File: src/hdl/assert_macros.svh
// Assertion helpers used by the tracker core.
`ifndef ASSERT_MACROS_SVH
`define ASSERT_MACROS_SVH

// Same-cycle implication.
`define SLT_ASSERT_NOW(label, clk, rst, ante, cons, msg) \
  label: assert property (@(posedge clk) disable iff (rst) (ante) |-> (cons)) \
    else $error(msg);

// Next-cycle implication.
`define SLT_ASSERT_NEXT(label, clk, rst, ante, cons, msg) \
  label: assert property (@(posedge clk) disable iff (rst) (ante) |=> (cons)) \
    else $error(msg);

`endif

File: src/hdl/slt_fifo.sv
module slt_fifo #(
  parameter type T = logic,
  parameter int DEPTH = 2
) (
  input  logic clk,
  input  logic rst,
  input  logic wr,
  input  T     wdata,
  input  logic rd,
  output T     rdata,
  output logic full,
  output logic empty
);

  localparam int AW = (DEPTH > 1) ? $clog2(DEPTH) : 1;

  T                entries [DEPTH];
  logic [AW-1:0]   wptr;
  logic [AW-1:0]   rptr;
  logic [AW:0]     count;

  assign full  = (count == (AW+1)'(DEPTH));
  assign empty = (count == '0);
  assign rdata = entries[rptr];

  always_ff @(posedge clk) begin
    if (rst) begin
      wptr  <= '0;
      rptr  <= '0;
      count <= '0;
    end else begin
      if (wr && !full) begin
        wptr <= (wptr == AW'(DEPTH - 1)) ? '0 : wptr + 1'b1;
      end
      if (rd && !empty) begin
        rptr <= (rptr == AW'(DEPTH - 1)) ? '0 : rptr + 1'b1;
      end
      count <= count + (AW+1)'(wr && !full) - (AW+1)'(rd && !empty);
    end
  end

  always_ff @(posedge clk) begin
    if (wr && !full) begin
      entries[wptr] <= wdata;
    end
  end

endmodule

File: config.mk
export PLATFORM = sky130hd
export DESIGN_NAME = slt_fifo
export DESIGN_NICKNAME = d
export VERILOG_FILES = /design/src/hdl/assert_macros.svh /design/src/hdl/slt_fifo.sv
export SDC_FILE = /design/constraint.sdc
export NUM_CORES = 1
export LEC_CHECK = 0
export BUFFER_PORTS_ARGS = -buffer_cell sky130_fd_sc_hd__buf_2
export CORE_AREA = 3 3 40 42
export CTS_CLUSTER_SIZE = 40
export DETAILED_ROUTE_END_ITERATION = 16
export DIE_AREA = 0 0 43 45
export PLACE_DENSITY = 0.46
export SETUP_SLACK_MARGIN = 0.4
export SLEW_MARGIN = 20
export SYNTH_ARGS = -nofsm -noshare
export SYNTH_HDL_FRONTEND = slang
export SYNTH_SLANG_ARGS = --single-unit
File: constraint.sdc
create_clock -name clk -period 2.3 [get_ports clk]
set_input_delay 0.69 -clock clk [delete_from_list [all_inputs] [get_ports clk]]
set_output_delay 0.69 -clock clk [all_outputs]
set_load 0.03 [all_outputs]
==> results.py <==
metrics = {
    "global_route": {
        "antenna_found_initial": 0,
        "grt_pass1_vias": 258,
        "grt_overflow": 0,
        "grt_pass1_wl_um": 890,
        "grtUsageTotal_pct": 6.95,
        "grt_max_degree": 6,
    },
    "worst_setup_path": {
        "crit_chain": "mux2_2, buf_2",
        "cp_slowest_cell": "dfxtp_1",
        "cp_top_family": "flip-flops",
        "cp.required_ns": 1.61,
        "critPathBufInv": 1,
        "critical_path_class": "register to primary output",
        "max_stage_delay_ns": 0.32,
        "critical_path.max_fanout": 1,
        "crit_arrival_ns": 1.07,
        "cp-end-kind": "primary output",
        "startpoint_type": "register",
    },
    "synthesis": {
        "synth_cell_types": 19,
        "post_synth_and_or_nand_nor_area_fraction_pct": 19.3,
        "synth_mux_area_share_pct": 3.69,
        "syn_area_um2": 305,
        "synth_xor_xnor_area_share_pct": 5.74,
        "synth_seq_cells": 7,
        "synth_compound_area_share_pct": 5.74,
        "synth.avg_cell_area_um2": 10.2,
        "yosysSeqAreaShare_pct": 52.5,
        "syn_nets": 37,
        "synthAdderAreaFrac_pct": 8.20,
        "synth_top_family_by_area": "simple AND/OR/NAND/NOR gates",
        "yosys_warnings": 0,
        "synth_cells": 30,
    },
    "min_path": {
        "hold_class": "register to register",
    },
    "sta": {
        "period_share_pct": 76.5,
        "finalSetupViolCount": 0,
        "rsz0062_at_grt": "no",
        "drv_slew": 0,
        "worst_slew_pin_slew_ns": 0.192,
        "period_minus_slack_ns": 1.76,
        "timing.fmax_mhz": 569,
        "finalHoldViolations": 0,
        "slew-limit-headroom_pct": 87.1,
        "fin_tns_setup_ns": 0,
        "clock_skew_ns": 0.00206,
    },
    "layout": {
        "final_cell_mix": "buf_2 (7), dfxtp_1 (5), nor2_1 (4)",
        "nets": 49,
        "post-route-util_pct": 30.1,
        "drive_gt1_share_pct": 36.6,
        "syn2layout_area_growth_pct": 26.6,
        "layout_commonest_cell": "buf_2",
        "diodes": 0,
    },
    "pwr": {
        "ir_worst_vdd_mv": 0.387,
        "p_leak_uw": 0.000192,
        "p_seq_share_pct": 36.8,
        "p_int_uw": 316,
        "share_comb_of_total_power_pct": 40.3,
        "finalPower_uw": 520,
        "p_sw_uw": 204,
        "clockPowerShare_pct": 22.8,
        "p_per_area_nw_per_um2": 1350,
        "switching_share_pct": 39.2,
    },
    "clock_tree": {
        "clock_latency_ns": 0.26,
        "post_cts_buffers": 0,
        "cts-resized-gates": 0,
        "cts-buffers-inserted": 3,
        "postCtsHoldBufs": 0,
        "clkSinkCount": 7,
        "root_buffer": "clkbuf_4",
        "cts.clk_slew.worst_paths_ns": 0.06,
        "cts_htree_levels": 1,
        "cts_tree": "yes",
        "clockBufferDepth": 2,
    },
    "floorplanning": {
        "start_util_pct": 23.8,
        "die_height_um": 45,
        "dieArea_um2": 1940,
        "rows": 13,
        "coreArea_um2": 1280,
        "fp.dieW_um": 43,
        "ios": 8,
    },
    "status": {
        "outcome": "completed",
    },
    "placement": {
        "gp_routability_congestion": 0.712,
        "portBuffers": 7,
    },
    "route": {
        "avgViaCountPerCell": 4.09,
        "antenna_left": 0,
        "wl_per_cell_um": 9.84,
        "routed_wl_um": 551,
        "vias": 229,
        "first_pass_iters": 1,
        "first_iter_violations": 0,
        "drc_errors": 0,
    },
    "run": {
        "max_cap_violations": 0,
    },
}
-- metal layers --
| layer | vias up | GRT usage [%] | part of all wire [%] |
|---|---|---|---|
| met2 | 5 | 12.6 | 57 |
| li1 | 118 | - | - |
| met3 | 2 | 2.39 | 3.8 |
| met1 | 104 | 4.89 | 37 |
| met4 | 0 | 9.04 | 1.8 |
| met5 | - | 0 | 0 |
-- logic make-up (layout without fill, tap and decap cells) --
family	count (synthesis)	after routing
mux	1	1
xor+xnor	2	2
buf+inv	4	15
compound gates	3	3
simple gates	11	11
fa+ha+maj	2	2
flops	7	7
-- worst paths after layout --
kind	start	to	slack [ns]	cells after the start
setup / recovery	register	rdata	0.54	2
hold / removal	wptr$_SDFFE_PP0P_	wptr$_SDFFE_PP0P_	0.50	2
setup reg to reg	count[0]$_SDFF_PP0_	count[1]$_SDFF_PP0_	0.73	8
hold reg to reg	wptr$_SDFFE_PP0P_	wptr$_SDFFE_PP0P_	0.50	2
-- area by class of cell --
class	instances	area [um^2]
timing repair buffer	7	35.0
clock inverter	1	5.00
inverter	4	15.0
tap	15	18.8
fill	136	898
multi-input combinational	19	130
sequential	7	160
clock buffer	3	22.5
-- tightest hold or removal path, cell delays in order (launching register included) --
cell and delay, ns:
dfxtp_1 0.31, o21ai_0 0.07, a21oi_1 0.06
-- synthesized netlist by cell type --
master | number | area (um^2)
and2_1 | 1 | 6.26
o21ai_0 | 1 | 5.00
nand2_1 | 1 | 3.75
dfxtp_1 | 5 | 100
xnor2_1 | 1 | 8.76
nor2_1 | 4 | 15.0
nor2b_1 | 1 | 6.26
and3_2 | 1 | 7.51
ha_1 | 2 | 25.0
edfxtp_1 | 2 | 60.1
or3_1 | 1 | 6.26
inv_1 | 3 | 11.3
o21a_1 | 1 | 7.51
inv_2 | 1 | 3.75
mux2_2 | 1 | 11.3
xor2_1 | 1 | 8.76
nor3_1 | 1 | 5.00
nand2b_2 | 1 | 8.76
a21oi_1 | 1 | 5.00
-- metrics by stage --
stage	setup WS, ns	area [um^2]	cells	hold WS (ns)
after floorplan	0.567	305	30	0.451
after global placement	0.443	359	52	0.469
after detailed placement	0.368	359	52	0.481
after CTS	0.526	387	56	0.490
after global routing	0.500	387	56	0.506
final	0.541	387	56	0.497
-- power groups by stage --
| stage | Combinational (uW) | Clock (uW) | Sequential (uW) |
|---|---|---|---|
| 6_report | 210 | 119 | 192 |
| 5_1_grt | 234 | 127 | 198 |
| 4_1_cts | 214 | 123 | 192 |
| 3_5_place_dp | 212 | 0 | 195 |
| 3_3_place_gp | 205 | 0 | 193 |
| 2_1_floorplan | 166 | 0 | 189 |
No activity file was read; power rests on OpenSTA's default activity.
