<file path="src/hdl/assert_macros.svh">
// Assertion helpers used by the tracker core.
`ifndef ASSERT_MACROS_SVH
`define ASSERT_MACROS_SVH

// Same-cycle implication.
`define SLT_ASSERT_NOW(label, clk, rst, ante, cons, msg) \
  label: assert property (@(posedge clk) disable iff (rst) (ante) |-> (cons)) \
    else $error(msg);

// Next-cycle implication.
`define SLT_ASSERT_NEXT(label, clk, rst, ante, cons, msg) \
  label: assert property (@(posedge clk) disable iff (rst) (ante) |=> (cons)) \
    else $error(msg);

`endif

</file>
<file path="src/hdl/slt_pkg.sv">
package slt_pkg;

  localparam logic [1:0] OP_SET_RANGE = 2'd0;
  localparam logic [1:0] OP_GET       = 2'd1;
  localparam logic [1:0] OP_SET_UNI   = 2'd2;

  localparam logic [1:0] CFG_MIPS    = 2'd0;
  localparam logic [1:0] CFG_LAYERS  = 2'd1;
  localparam logic [1:0] CFG_ASPECTS = 2'd2;

  typedef enum logic [1:0] {
    ST_WRITTEN = 2'd0,
    ST_UNIFORM = 2'd1,
    ST_IGNORED = 2'd2,
    ST_READ    = 2'd3
  } status_t;

  typedef enum logic [1:0] {
    K_IGNORE  = 2'd0,
    K_UNIFORM = 2'd1,
    K_RANGE   = 2'd2,
    K_GET     = 2'd3
  } kind_t;

  typedef enum logic [2:0] {
    B_IDLE   = 3'd0,
    B_EXPAND = 3'd1,
    B_WALK   = 3'd2,
    B_READ   = 3'd3,
    B_RESP   = 3'd4
  } bstate_t;

  // Range for a set command; m0/l0 carry the coordinates of a get.
  typedef struct packed {
    kind_t       kind;
    logic [5:0]  slots;
    logic [4:0]  m0;
    logic [4:0]  mend;
    logic [6:0]  l0;
    logic [6:0]  lend;
    logic        hit;
    logic [2:0]  get_slot;
    logic [7:0]  code;
  } cmd_t;

  typedef struct packed {
    logic [7:0] read_layout;
    status_t    status;
  } res_t;

endpackage

</file>
<file path="src/hdl/slt_front.sv">
module slt_front #(
  parameter int LAYOUT_BITS = 8
) (
  input  logic              [1:0] opcode,
  input  logic              [5:0] aspect_sel,
  input  logic              [7:0] first_mip,
  input  logic              [7:0] mip_span,
  input  logic                    mips_to_end,
  input  logic              [7:0] first_layer,
  input  logic              [7:0] layer_span,
  input  logic                    layers_to_end,
  input  logic              [7:0] new_layout,
  input  logic              [5:0] asp_eff,
  input  logic              [4:0] mips_eff,
  input  logic              [6:0] layers_eff,
  output slt_pkg::cmd_t           cmd
);

  localparam logic [7:0] CODE_MASK =
    (LAYOUT_BITS >= 8) ? 8'hFF : 8'((1 << LAYOUT_BITS) - 1);

  logic [5:0] am;
  logic [4:0] m0, mrest, mn;
  logic [6:0] l0, lrest, ln;
  logic [2:0] low_slot;
  logic       empty_rng, full_rng;

  always_comb begin
    am = aspect_sel & asp_eff;
    // clamp base to the count, span to what remains
    m0    = (first_mip < {3'b0, mips_eff}) ? first_mip[4:0] : mips_eff;
    mrest = mips_eff - m0;
    mn    = mips_to_end ? mrest
          : ((mip_span < {3'b0, mrest}) ? mip_span[4:0] : mrest);
    l0    = (first_layer < {1'b0, layers_eff}) ? first_layer[6:0] : layers_eff;
    lrest = layers_eff - l0;
    ln    = layers_to_end ? lrest
          : ((layer_span < {1'b0, lrest}) ? layer_span[6:0] : lrest);
    empty_rng = (am == '0) || (mn == '0) || (ln == '0);
    full_rng  = (am == asp_eff) && (m0 == '0) && (mn == mips_eff)
             && (l0 == '0) && (ln == layers_eff);
    low_slot = '0;
    for (int i = 5; i >= 0; i--) begin
      if (am[i]) low_slot = 3'(i);
    end

    cmd.slots    = am;
    cmd.m0       = m0;
    cmd.mend     = m0 + mn;
    cmd.l0       = l0;
    cmd.lend     = l0 + ln;
    cmd.hit      = 1'b0;
    cmd.get_slot = low_slot;
    cmd.code     = new_layout & CODE_MASK;
    unique case (opcode)
      slt_pkg::OP_SET_RANGE: begin
        if (empty_rng)     cmd.kind = slt_pkg::K_IGNORE;
        else if (full_rng) cmd.kind = slt_pkg::K_UNIFORM;
        else               cmd.kind = slt_pkg::K_RANGE;
      end
      slt_pkg::OP_GET: begin
        cmd.kind = slt_pkg::K_GET;
        cmd.m0   = first_mip[4:0];
        cmd.l0   = first_layer[6:0];
        cmd.hit  = (am != '0) && (first_mip < {3'b0, mips_eff})
                && (first_layer < {1'b0, layers_eff});
      end
      slt_pkg::OP_SET_UNI: cmd.kind = slt_pkg::K_UNIFORM;
      default:             cmd.kind = slt_pkg::K_IGNORE;
    endcase
  end

endmodule

</file>
<file path="config.mk">
export PLATFORM = sky130hd
export DESIGN_NAME = slt_front
export DESIGN_NICKNAME = d
export VERILOG_FILES = /design/src/hdl/assert_macros.svh /design/src/hdl/slt_pkg.sv /design/src/hdl/slt_front.sv
export SDC_FILE = /design/constraint.sdc
export NUM_CORES = 1
export LEC_CHECK = 0
export BUFFER_PORTS_ARGS = -buffer_cell sky130_fd_sc_hd__buf_4
export CAP_MARGIN = 30
export CORE_MARGIN = 5
export CORE_UTILIZATION = 45
export DETAILED_ROUTE_END_ITERATION = 6
export GPL_ROUTABILITY_DRIVEN = 0
export PLACE_DENSITY_LB_ADDON = 0.15
export SETUP_SLACK_MARGIN = 0.15
export SLEW_MARGIN = 15
export SYNTH_ARGS = -nofsm -noshare
export SYNTH_HDL_FRONTEND = slang
export SYNTH_SLANG_ARGS = --single-unit
</file>
<file path="constraint.sdc">
create_clock -name vclk -period 8.44
set_input_delay 0.422 -clock vclk [all_inputs]
set_output_delay 0.422 -clock vclk [all_outputs]
set_load 0.01 [all_outputs]
</file>
==> results.tsv <==
stage	metric	value	unit
run_status	status	finished, final reports clean	
layout	Fill cells	594	
critical_path	Setup CP Type	in -> out	
global_route	GRT Overall Usage	0.2237	
layout	Seq cells	0	
detailed_routing	Final ANT Viol Nets	0	
synthesis	synthesized netlist cell count	402	
placement	HPWL Detailed	7559	um
clock_network	cts hold-fix bufs	0	
sta	RSZ-0062 raised after global routing	false	
sta	Final Cycle Share	0.8905	
placement	Placed Area	3493	um^2
floorplan	Die Area	7797	um^2
sta	Setup WS post-layout	924.1	ps
global_route	Remaining Overflow, GRT	0	
detailed_routing	Residual DRC	0	
floorplan	Die X-Extent	88.30	um
critical_path	cell class contributing the biggest share of worst-path delay	adder cells	
power	pwr dens	107.8	nW/um^2
detailed_routing	Pre-antenna DRT Iters	4	
synthesis	post-synthesis net count	508	
layout	multi-input logic area	2510	um^2
critical_path	critical path endpoint category	primary output	
clock_network	CTS resizes	0	
synthesis	post-synthesis sequential area ratio	0	
layout	clock buffers	0	
sta	max-slew headroom at the worst pin	0.5198	
floorplan	starting density of the core	0.4632	
critical_path	Required @ worst endpoint	8020	ps
critical_path	CP most frequent cell	ha_1	
detailed_routing	Iteration-0 DRC Markers	140	
sta	Least-Margin Pin Slew	716.0	ps
synthesis	synth unique cells	63	
floorplan	Die Ht	88.30	um
layout	FF/Latch Area	0	um^2
sta	Slew Viols, Final	0	
detailed_routing	via density per instance	5.860	
global_route	first-pass GRT wire length	14480	um
hold_path	worst hold path cell count	0	
synthesis	Mapped Area	2759	um^2
critical_path	Slowest-stage cell, CP	o21ai_0	
sta	setup violators final	0	
floorplan	CORE AREA	5956	um^2
detailed_routing	routed wl met3	483	um
sta	Hold Fails Final Rpt	0	
critical_path	CP arrival	7090	ps
detailed_routing	Routed met1 length	3583	um
clock_network	post-CTS setup repair buffer count	0	
layout	antenna cells	0	
detailed_routing	uppermost layer routed	met4	
critical_path	Startpoint Class	input pin	
floorplan	IO Pins	112	
critical_path	Worst Path Buf+Inv	5	
sta	Max Fclk	133.1	MHz
sta	minimum clock period after layout	7516	ps
detailed_routing	via count	3276	
power	worst vdd ir	0.07193	mV
layout	post-route cell area	3493	um^2
layout	nets	592	
hold_path	Hold Path Class	in -> out	
placement	PortBufs	96	
global_route	vias in the first global route	3166	
critical_path	CP max FO	6	
detailed_routing	WL per Instance	15.86	um
synthesis	Syn Area/Cell	6.863	um^2
global_route	initial antenna violation count	0	
layout	layout cells sized above 1	0.2583	
power	Leakage	0.001652	uW
critical_path	CP peak stage delay	450	ps
detailed_routing	met2 WL post-DR	4544	um
job	MaxCap Viol Count	0	
placement	worst slack at placement	1080	ps
layout	area growth from synthesis to layout	26.62	%
global_route	largest net degree at the start of global routing	21	
sta	Setup TNS	0	ps
floorplan	std cell rows	28	
synthesis	YS warnings	0	
critical_path	Levels on crit path	29	
detailed_routing	Total Wirelength	8863	um
kinds of logic after synthesis:
kind of cell    Yosys count  synth area share
buf+inv                  56           0.09025
mux                      16           0.06259
compound gates          119            0.3107
xor+xnor                 32            0.1016
simple gates            137            0.2449
fa+ha+maj                42            0.1900
worst paths after layout:
check / startpoint / to / slack [ps]
max: layers_eff[6] / cmd[18] / 920
min: new_layout[1] / cmd[1] / 840
cells in the mapped netlist (all sizes together), types with 5 or more instances:
master / instances / area (um^2)
nor2b: 8 / 50.05
xor2: 11 / 96.34
nor2: 33 / 123.9
and2: 5 / 31.28
xnor2: 21 / 183.9
o21ai: 27 / 138.9
inv: 39 / 146.4
a21oi: 25 / 136.4
mux2i: 6 / 60.06
nor3: 14 / 70.07
o211ai: 7 / 52.55
buf: 10 / 76.32
a31oi: 9 / 62.56
mux2: 10 / 112.6
clkbuf: 7 / 26.28
ha: 37 / 462.9
nand2b: 7 / 43.79
nand3: 8 / 40.04
nor4: 6 / 43.79
nand2: 38 / 142.6
a211oi: 5 / 37.54
or2: 7 / 43.79
final cells by class:
class | instances | area share
tap | 75 | 0.02686
multi-input combinational | 346 | 0.7185
inverter | 39 | 0.04191
timing repair buffer | 99 | 0.2128
placed cells by master (no fill, tap or decap), drive strengths merged, types with 6 or more instances in the layout:
cell type and count:
nand3 8, mux2 10, or2 7, a31oi 9
nand2 38, o211ai 7, xnor2 21, buf 99
nor4 6, nor2b 8, a21oi 25, ha 37
xor2 11, mux2i 6, nor3 14, o21ai 27
inv 39, nor2 33, nand2b 7
routing by layer:
metal  track usage  vias to the layer above
met5             0                        -
li1              -                     1625
met4       0.07005                        0
met3       0.01024                       26
met2        0.4201                      121
met1        0.2715                     1504
where the power goes:
group / internal, uW / leakage (uW) / switching [uW] / total (uW)
Clock: 0 / 0 / 0 / 0
Combinational: 178 / 0.00165 / 199 / 377
Sequential: 0 / 0 / 0 / 0
Total: 178 / 0.00165 / 199 / 377
through the flow:
step,std cells,utilization,power (uW),hold slack (ps)
global route,559,0.5866,415.3,844.0
detailed placement,559,0.5866,375.3,844.1
floorplan,402,-,239.4,935.8
CTS,559,0.5866,377.4,844.1
global placement,559,0.5866,371.0,844.1
finish,559,0.5866,376.7,844.0
No activity file was read; power rests on OpenSTA's default activity.
